## src/rtl/core/bam_pkg.sv

```systemverilog
package bam_pkg;

   localparam int MAP_BITS  = 1024;
   localparam int WORD_BITS = 16;
   localparam int MAP_WORDS = (MAP_BITS + WORD_BITS - 1) / WORD_BITS;
   localparam int WORD_AW   = (MAP_WORDS > 1) ? $clog2(MAP_WORDS) : 1;
   localparam int BIT_AW    = $clog2(WORD_BITS);
   localparam int POS_W     = WORD_AW + BIT_AW;

   localparam int OPCODE_W = 2;
   localparam int INDEX_W  = 10;
   localparam int LENGTH_W = 11;
   localparam int FOUND_W  = 11;

   localparam logic [OPCODE_W-1:0] OP_TEST  = 2'd0;
   localparam logic [OPCODE_W-1:0] OP_SET   = 2'd1;
   localparam logic [OPCODE_W-1:0] OP_CLEAR = 2'd2;
   localparam logic [OPCODE_W-1:0] OP_FIND  = 2'd3;

   typedef logic [WORD_BITS-1:0] word_type;

   typedef struct packed {
      logic [OPCODE_W-1:0] opcode;
      logic [INDEX_W-1:0]  bit_index;
      logic [LENGTH_W-1:0] search_length;
   } req_type;

   typedef struct packed {
      logic               old_bit;
      logic [FOUND_W-1:0] found_index;
   } rsp_type;

   typedef struct packed {
      logic              old_bit;
      word_type          new_word;
      logic              free_any;
      logic [BIT_AW-1:0] zero_pos;
   } unit_out_type;

endpackage

```

## src/rtl/core/bitmap_allocation_map_top.sv

```systemverilog
// Allocation bitmap of MAP_BITS bits held in a single-port-read word RAM and
// cleared at reset by per-word valid flags, so no clearing pass is needed. A
// request is taken when start is high and busy is low, and its single result
// appears for exactly one cycle with rsp_valid high; it must be captured then.
// Test, set and clear pass through the read state, then the modify-and-write
// state, which registers their result. A find reads one word per cycle
// through the RAM read port and returns its beat once a free bit is found, the
// length is reached or the last word has been checked.
// Busy falls in the cycle the result is shown, so a new request may be
// accepted in that same cycle.
module bitmap_allocation_map_top
   import bam_pkg::*;
(
   input  logic    clock,
   input  logic    reset,
   input  logic    start,
   output logic    busy,
   input  req_type req_data,
   output logic    rsp_valid,
   output rsp_type rsp_data
);

   localparam logic [1:0] S_IDLE = 2'd0;
   localparam logic [1:0] S_READ = 2'd1;
   localparam logic [1:0] S_BIT  = 2'd2;
   localparam logic [1:0] S_SCAN = 2'd3;

   logic [1:0]           state_ff, state_in;
   req_type              req_ff, req_in;
   logic [FOUND_W-1:0]   lim_ff, lim_in;
   logic [WORD_AW:0]     rd_ptr_ff, rd_ptr_in;
   logic [WORD_AW:0]     chk_ptr_ff, chk_ptr_in;
   logic                 pend_ff, pend_in;
   logic                 rvld_ff;
   logic [MAP_WORDS-1:0] valid_ff, valid_in;
   logic                 rsp_valid_ff, rsp_valid_in;
   rsp_type              rsp_ff, rsp_in;

   logic [WORD_AW-1:0]   rd_addr;
   logic [WORD_AW-1:0]   req_word;
   word_type             rd_data;
   word_type             eff_word;
   logic                 ram_we;
   logic                 in_map;
   unit_out_type         unit_out;
   logic [POS_W-1:0]     base;
   logic [FOUND_W-1:0]   base_ext;
   logic [FOUND_W-1:0]   pos_ext;

   assign req_word = req_ff.bit_index[BIT_AW +: WORD_AW];
   assign in_map   = (32'(req_ff.bit_index) < MAP_BITS);
   assign eff_word = rvld_ff ? rd_data : '0;
   assign base     = {chk_ptr_ff[WORD_AW-1:0], {BIT_AW{1'b0}}};
   assign base_ext = FOUND_W'(base);
   assign pos_ext  = base_ext + FOUND_W'(unit_out.zero_pos);

   always_comb begin
      case (state_ff)
         S_READ:  rd_addr = req_word;
         S_SCAN:  rd_addr = rd_ptr_ff[WORD_AW-1:0];
         default: rd_addr = '0;
      endcase
   end

   assign ram_we = (state_ff == S_BIT) && in_map &&
                   ((req_ff.opcode == OP_SET) || (req_ff.opcode == OP_CLEAR));

   bam_ram #(
      .WIDTH(WORD_BITS),
      .DEPTH(MAP_WORDS)
   ) u_ram (
      .clock   (clock),
      .wr_en   (ram_we),
      .wr_addr (req_word),
      .wr_data (unit_out.new_word),
      .rd_addr (rd_addr),
      .rd_data (rd_data)
   );

   bam_word_unit u_unit (
      .word    (eff_word),
      .bit_sel (req_ff.bit_index[BIT_AW-1:0]),
      .set_val (req_ff.opcode == OP_SET),
      .result  (unit_out)
   );

   always_comb begin
      state_in     = state_ff;
      req_in       = req_ff;
      lim_in       = lim_ff;
      rd_ptr_in    = rd_ptr_ff;
      chk_ptr_in   = chk_ptr_ff;
      pend_in      = pend_ff;
      valid_in     = valid_ff;
      rsp_valid_in = 1'b0;
      rsp_in       = rsp_ff;
      case (state_ff)
         S_IDLE: begin
            if (start) begin
               req_in    = req_data;
               lim_in    = (32'(req_data.search_length) > MAP_BITS) ?
                           FOUND_W'(MAP_BITS) : FOUND_W'(req_data.search_length);
               rd_ptr_in = '0;
               pend_in   = 1'b0;
               state_in  = (req_data.opcode == OP_FIND) ? S_SCAN : S_READ;
            end
         end
         S_READ: begin
            state_in = S_BIT;
         end
         S_BIT: begin
            rsp_valid_in        = 1'b1;
            rsp_in.old_bit      = in_map ? unit_out.old_bit : 1'b0;
            rsp_in.found_index  = '0;
            if (ram_we) begin
               valid_in[req_word] = 1'b1;
            end
            state_in = S_IDLE;
         end
         S_SCAN: begin
            rd_ptr_in  = rd_ptr_ff + 1'b1;
            chk_ptr_in = rd_ptr_ff;
            pend_in    = 1'b1;
            if (pend_ff) begin
               rsp_in.old_bit = 1'b0;
               if (base_ext >= lim_ff) begin
                  rsp_valid_in       = 1'b1;
                  rsp_in.found_index = lim_ff;
                  state_in           = S_IDLE;
               end else if (unit_out.free_any) begin
                  rsp_valid_in       = 1'b1;
                  rsp_in.found_index = (pos_ext < lim_ff) ? pos_ext : lim_ff;
                  state_in           = S_IDLE;
               end else if (32'(chk_ptr_ff) == MAP_WORDS - 1) begin
                  rsp_valid_in       = 1'b1;
                  rsp_in.found_index = lim_ff;
                  state_in           = S_IDLE;
               end
            end
         end
         default: begin
            state_in = S_IDLE;
         end
      endcase
   end

   always_ff @(posedge clock) begin
      if (reset) begin
         state_ff     <= S_IDLE;
         valid_ff     <= '0;
         rsp_valid_ff <= 1'b0;
         pend_ff      <= 1'b0;
         rvld_ff      <= 1'b0;
      end else begin
         state_ff     <= state_in;
         valid_ff     <= valid_in;
         rsp_valid_ff <= rsp_valid_in;
         pend_ff      <= pend_in;
         rvld_ff      <= valid_ff[rd_addr];
      end
      req_ff     <= req_in;
      lim_ff     <= lim_in;
      rd_ptr_ff  <= rd_ptr_in;
      chk_ptr_ff <= chk_ptr_in;
      rsp_ff     <= rsp_in;
   end

   assign busy      = (state_ff != S_IDLE);
   assign rsp_valid = rsp_valid_ff;
   assign rsp_data  = rsp_ff;

`ifndef SYNTHESIS
   a_rsp_after_busy: assert property (@(posedge clock) disable iff (reset)
      rsp_valid |-> $past(busy))
      else $error("Result shown without a request in progress.");

   a_rsp_fields: assert property (@(posedge clock) disable iff (reset)
      rsp_valid |-> !(rsp_data.old_bit && (rsp_data.found_index != '0)))
      else $error("Result carries both a bit value and an index.");

   a_write_then_rsp: assert property (@(posedge clock) disable iff (reset)
      ram_we |=> (rsp_valid && !busy))
      else $error("Map write not followed by its result.");

   a_find_bound: assert property (@(posedge clock) disable iff (reset)
      (rsp_valid && $past(state_ff == S_SCAN)) |-> (rsp_data.found_index <= $past(lim_ff)))
      else $error("Find result exceeds the search length.");
`endif

endmodule

```

## src/rtl/core/bam_ram.sv

```systemverilog
module bam_ram #(
   parameter int WIDTH = 16,
   parameter int DEPTH = 64
) (
   input  logic                     clock,
   input  logic                     wr_en,
   input  logic [$clog2(DEPTH)-1:0] wr_addr,
   input  logic [WIDTH-1:0]         wr_data,
   input  logic [$clog2(DEPTH)-1:0] rd_addr,
   output logic [WIDTH-1:0]         rd_data
);

   logic [WIDTH-1:0] mem [DEPTH];

   always_ff @(posedge clock) begin
      if (wr_en) begin
         mem[wr_addr] <= wr_data;
      end
      rd_data <= mem[rd_addr];
   end

endmodule

```

## src/rtl/core/bam_word_unit.sv

```systemverilog
module bam_word_unit
   import bam_pkg::*;
(
   input  word_type          word,
   input  logic [BIT_AW-1:0] bit_sel,
   input  logic              set_val,
   output unit_out_type      result
);

   word_type free_bits;
   logic [BIT_AW-1:0] pos;

   assign free_bits = ~word;

   always_comb begin
      pos = '0;
      for (int i = WORD_BITS - 1; i >= 0; i--) begin
         if (free_bits[i]) begin
            pos = BIT_AW'(i);
         end
      end
   end

   always_comb begin
      result.old_bit  = word[bit_sel];
      result.new_word = word;
      result.new_word[bit_sel] = set_val;
      result.free_any = |free_bits;
      result.zero_pos = pos;
   end

endmodule
```

## config.mk

```make
export PLATFORM = sky130hd
export DESIGN_NAME = bitmap_allocation_map_top
export DESIGN_NICKNAME = d
export VERILOG_FILES = /design/src/rtl/core/bam_pkg.sv /design/src/rtl/core/bitmap_allocation_map_top.sv /design/src/rtl/core/bam_ram.sv /design/src/rtl/core/bam_word_unit.sv
export SDC_FILE = /design/constraint.sdc
export NUM_CORES = 1
export LEC_CHECK = 0
export ABC_AREA = 1
export ABC_CLOCK_PERIOD_IN_PS = 5640
export BUFFER_PORTS_ARGS = -buffer_cell sky130_fd_sc_hd__buf_2
export CAP_MARGIN = 20
export CORE_AREA = 2 2 456 345
export CTS_BUF_LIST = sky130_fd_sc_hd__clkbuf_4 sky130_fd_sc_hd__clkbuf_8
export DETAILED_ROUTE_END_ITERATION = 8
export DIE_AREA = 0 0 458 347
export PLACE_DENSITY_LB_ADDON = 0.15
export SYNTH_ARGS = -nofsm -noshare
export SYNTH_HDL_FRONTEND = slang
export SYNTH_SLANG_ARGS = --single-unit
```

## constraint.sdc

```tcl
create_clock -name clock -period 5.64 [get_ports clock]
set_input_delay 0.282 -clock clock [delete_from_list [all_inputs] [get_ports clock]]
set_output_delay 0.282 -clock clock [all_outputs]
set_load 0.02 [all_outputs]
```

==> impl_summary.txt <==
----------------------------------------------------
[Setup path]
  Critical path fanouts, max ... 73
  Slowest stage cell on the critical path ... inv_8
  CP dominant cell by count ... nand3_1
  Worst reg2reg endpoint ... rvld_ff
  Classification of the worst setup path ... reg2reg
  Data arrival at the endpoint of the critical path ... 4910 ps
  Count of buffering cells on the critical path with inverters included ... 4
  Worst reg2reg path depth ... 13
  Worst Setup End Kind ... flop
  Critical path data required time ... 6490 ps
  Source of the worst register-to-register timing path ... state_ff[0]
  Reg2reg setup slack ... 1580 ps
  Type of origin of the critical path ... flop
  CP Cell Sequence ... nand2_4, clkinv_4, nand2_2, nand2_8, inv_8, buf_12, buf_4, o21ai_0, o221ai_1, nand3_1, nand3_1, nand3_1, a21oi_1
  Gate family responsible for the most delay along the worst path ... buffers and inverters
  Crit-path max cell delay ... 500 ps

[Synthesis]
  Most instantiated flip-flop cell in the synthesis netlist ... edfxtp_1
  Per-instance average area after synthesis ... 12.8 µm²
  Sequential-to-total area share from yosys stat ... 73.7%
  Async set-reset flop share out of synthesis ... 0%
  Total of flip-flops plus latches after synthesis ... 1,158
  Number of nets produced by synthesis ... 3,624
  Cell area after synthesis ... 46,100 µm²
  Library cells used by synthesis ... 37
  Dominant cells by area after synthesis ... edfxtp_1, nor2_1, o21ai_0
  Portion of synthesized cell area occupied by the leading cell type ... 70.0%
  Count of warnings emitted by yosys ... 0
  Post-synth EDFFs ... 1,073
  Cell type contributing the most total cell area after synthesis ... edfxtp_1
  Cell count after synthesis ... 3,587

[Timing]
  Post-route setup TNS ... 0 ps
  Worst relative slew slack ... 25.5%
  Clock tree skew after final layout ... 47.6 ps
  Final hold viol count ... 0
  FMAX ... 0.246 GHz
  Transition at the pin with the smallest max-transition slack ... 1110 ps
  Final setup violating endpoints ... 0
  Fraction of the cycle the final worst path needs ... 72.1%
  Slew Viols, Final ... 0
  Min Tclk post-route ... 4060 ps
  RSZ-0062 raised after global routing ... false

[Placed design]
  Number of buffer cells added on primary ports ... 39
  Weighted congestion at the end of routability-driven global placement ... 0.801
  Total half-perimeter wirelength after legalization and detailed placement ... 83,900 µm

[GRT]
  Global route total overflow ... 0
  Global-route wire length before repair ... 216,000 µm
  Number of global-route vias before repair ... 29,000
  Tot GR Track Use ... 18.6%
  Antenna violations before repair ... 6
  Largest net degree at the start of global routing ... 150

[Die]
  Area of the placeable core ... 154,000 µm²
  Starting Density ... 29.9%
  Die area ... 159,000 µm²
  Std cell rows ... 125
  Number of top-level design ports ... 40
  Vertical die dimension ... 347 µm
  Die width ... 458 µm

[Routing]
  Number of vias in the routed layout ... 30,400
  DR pass1 iterations ... 5
  Post-DR vias/cell ... 5.13
  Count of unresolved DRC violations after routing ... 0
  Average wire per cell in the routed design ... 25.4 µm
  Final wirelength ... 151,000 µm
  Iter 0 DRT Violations ... 3,336
  Antenna-violating nets left ... 0

[Job]
  # Max-Cap Violations ... 0

[Clocking]
  CTS buffer count ... 184
  Cells resized by post-CTS repair ... 0
  Number of setup buffers added after CTS ... 0
  Clock tree root driver cell ... clkbuf_8
  Post-CTS clock slew at the launch and capture registers of the worst setup and hold paths ... 70 ps
  CTS sink cnt ... 1,158
  H-Tree Level Count ... 4
  Clock latency on the worst-skew pair ... 940 ps
  CTS tree ... done
  Clk buf depth ... 3

[Cells and area]
  Area of combinational cells with multiple inputs ... 11,000 µm²
  # fillers ... 15,200
  Most common library cell in the layout ignoring fill and taps ... edfxtp_1
  Area growth from synthesis to layout ... 16.2%
  Final-stage net count ... 3,774
  Sequential Area ... 33,900 µm²
  Share of layout cells above drive strength 1 ... 15.3%
  Commonest cells after routing, fill and taps aside ... edfxtp_1, nor2_1, o21ai_0

[Pwr]
  Cell area power density ... 346 nW/µm²
  Sum of internal, switching and leakage power ... 18.5 mW
  VDD IR-drop max ... 0.238 mV
  Static leakage ... 17.3 nW

[Hold path]
  Beginning of the worst hold path ... req_data[21]
  Hold Path Sink ... req_ff[21]
  Cell depth of the worst hold path ... 2
  Worst hold path type ... in2reg

[Status]
  Status ... complete, no violations

----------------------------------------------------
## cell usage after synthesis, types with 12 or more instances
library cell / number
buf_2: 105
nor3_1: 16
nand3_1: 129
nand2_1: 97
o211ai_1: 128
o21ai_0: 497
dfxtp_1: 85
edfxtp_1: 1073
o21ai_1: 52
clkbuf_1: 115
o221ai_1: 148
a21oi_1: 39
inv_1: 89
a31oi_1: 12
o22ai_1: 129
nor2_1: 796
buf_4: 13
buf_6: 15
## what timing repair did
action,CTS,global route
hold buffers,29,0
endpoints found under the hold margin,95,0
setup endpoints to repair,0,0
## stage by stage
step	std cells	util, %	instance area (µm²)	worst slack (ps)	hold WS [ps]
final	5937	34.7	53500	1580	96.6
after global routing	5935	34.7	53500	1250	42.4
after CTS	5927	34.7	53500	1580	5.21
after detailed placement	5550	32.0	49400	1600	436
after global placement	5542	31.9	49200	1560	436
after floorplan	3587	-	46100	1700	381
## report_power, final
group	switching, mW	internal, mW
Sequential	0.0683	9.55
Combinational	1.12	0.340
Clock	3.54	3.91
## flip-flops by register name, indices dropped and copies added, names as in the netlist, 2 cells and up
| register | count |
|---|---|
| valid_ff | 64 |
| lim_ff | 11 |
| state_ff | 2 |
| rd_ptr_ff | 7 |
| u_ram.mem | 1024 |
| chk_ptr_ff | 7 |
| rsp_data | 12 |
| u_ram.rd_data | 16 |
| req_ff | 12 |
## kinds of logic after synthesis
logic type,Yosys count,synth area share [%]
buffers and inverters,348,3.49
AND/OR/NAND/NOR,1052,9.08
AO/OA/AOI/OAI,1017,13.5
XOR/XNOR,1,0.0190
adder cells (fa/ha/maj),11,0.299
flip-flops,1158,73.7
## how the worst max path moves through the flow
stage / startpoint / to / cells after the start
after CTS: state_ff[0] / rvld_ff / 13
after global placement: state_ff[0] / rvld_ff / 13
final: state_ff[0] / rvld_ff / 13
after global routing: state_ff[0] / rvld_ff / 13
after detailed placement: state_ff[0] / rvld_ff / 13
after floorplan: rvld_ff / u_ram.mem[0][15] / 4
## layer usage
metal  part of all wire, %  global-route usage [%]  up-vias
li1                      -                       -    13800
met1                    49                    28.2    15500
met2                    44                    27.5      962
met3                   5.7                    3.01      189
met4                   1.8                    4.71        0
met5                     0                       0        -
## final cells by class
type                    count  share of cell area, %
well taps                2032                   4.75
repair buffers            215                   3.62
diodes                      6                 0.0281
clock inverters            76                  0.870
multi-input cells        2081                   20.5
clock buffers             272                   6.16
inverters                  97                  0.720
flip-flops and latches   1158                   63.4
Power figures use the tool's default switching activity.
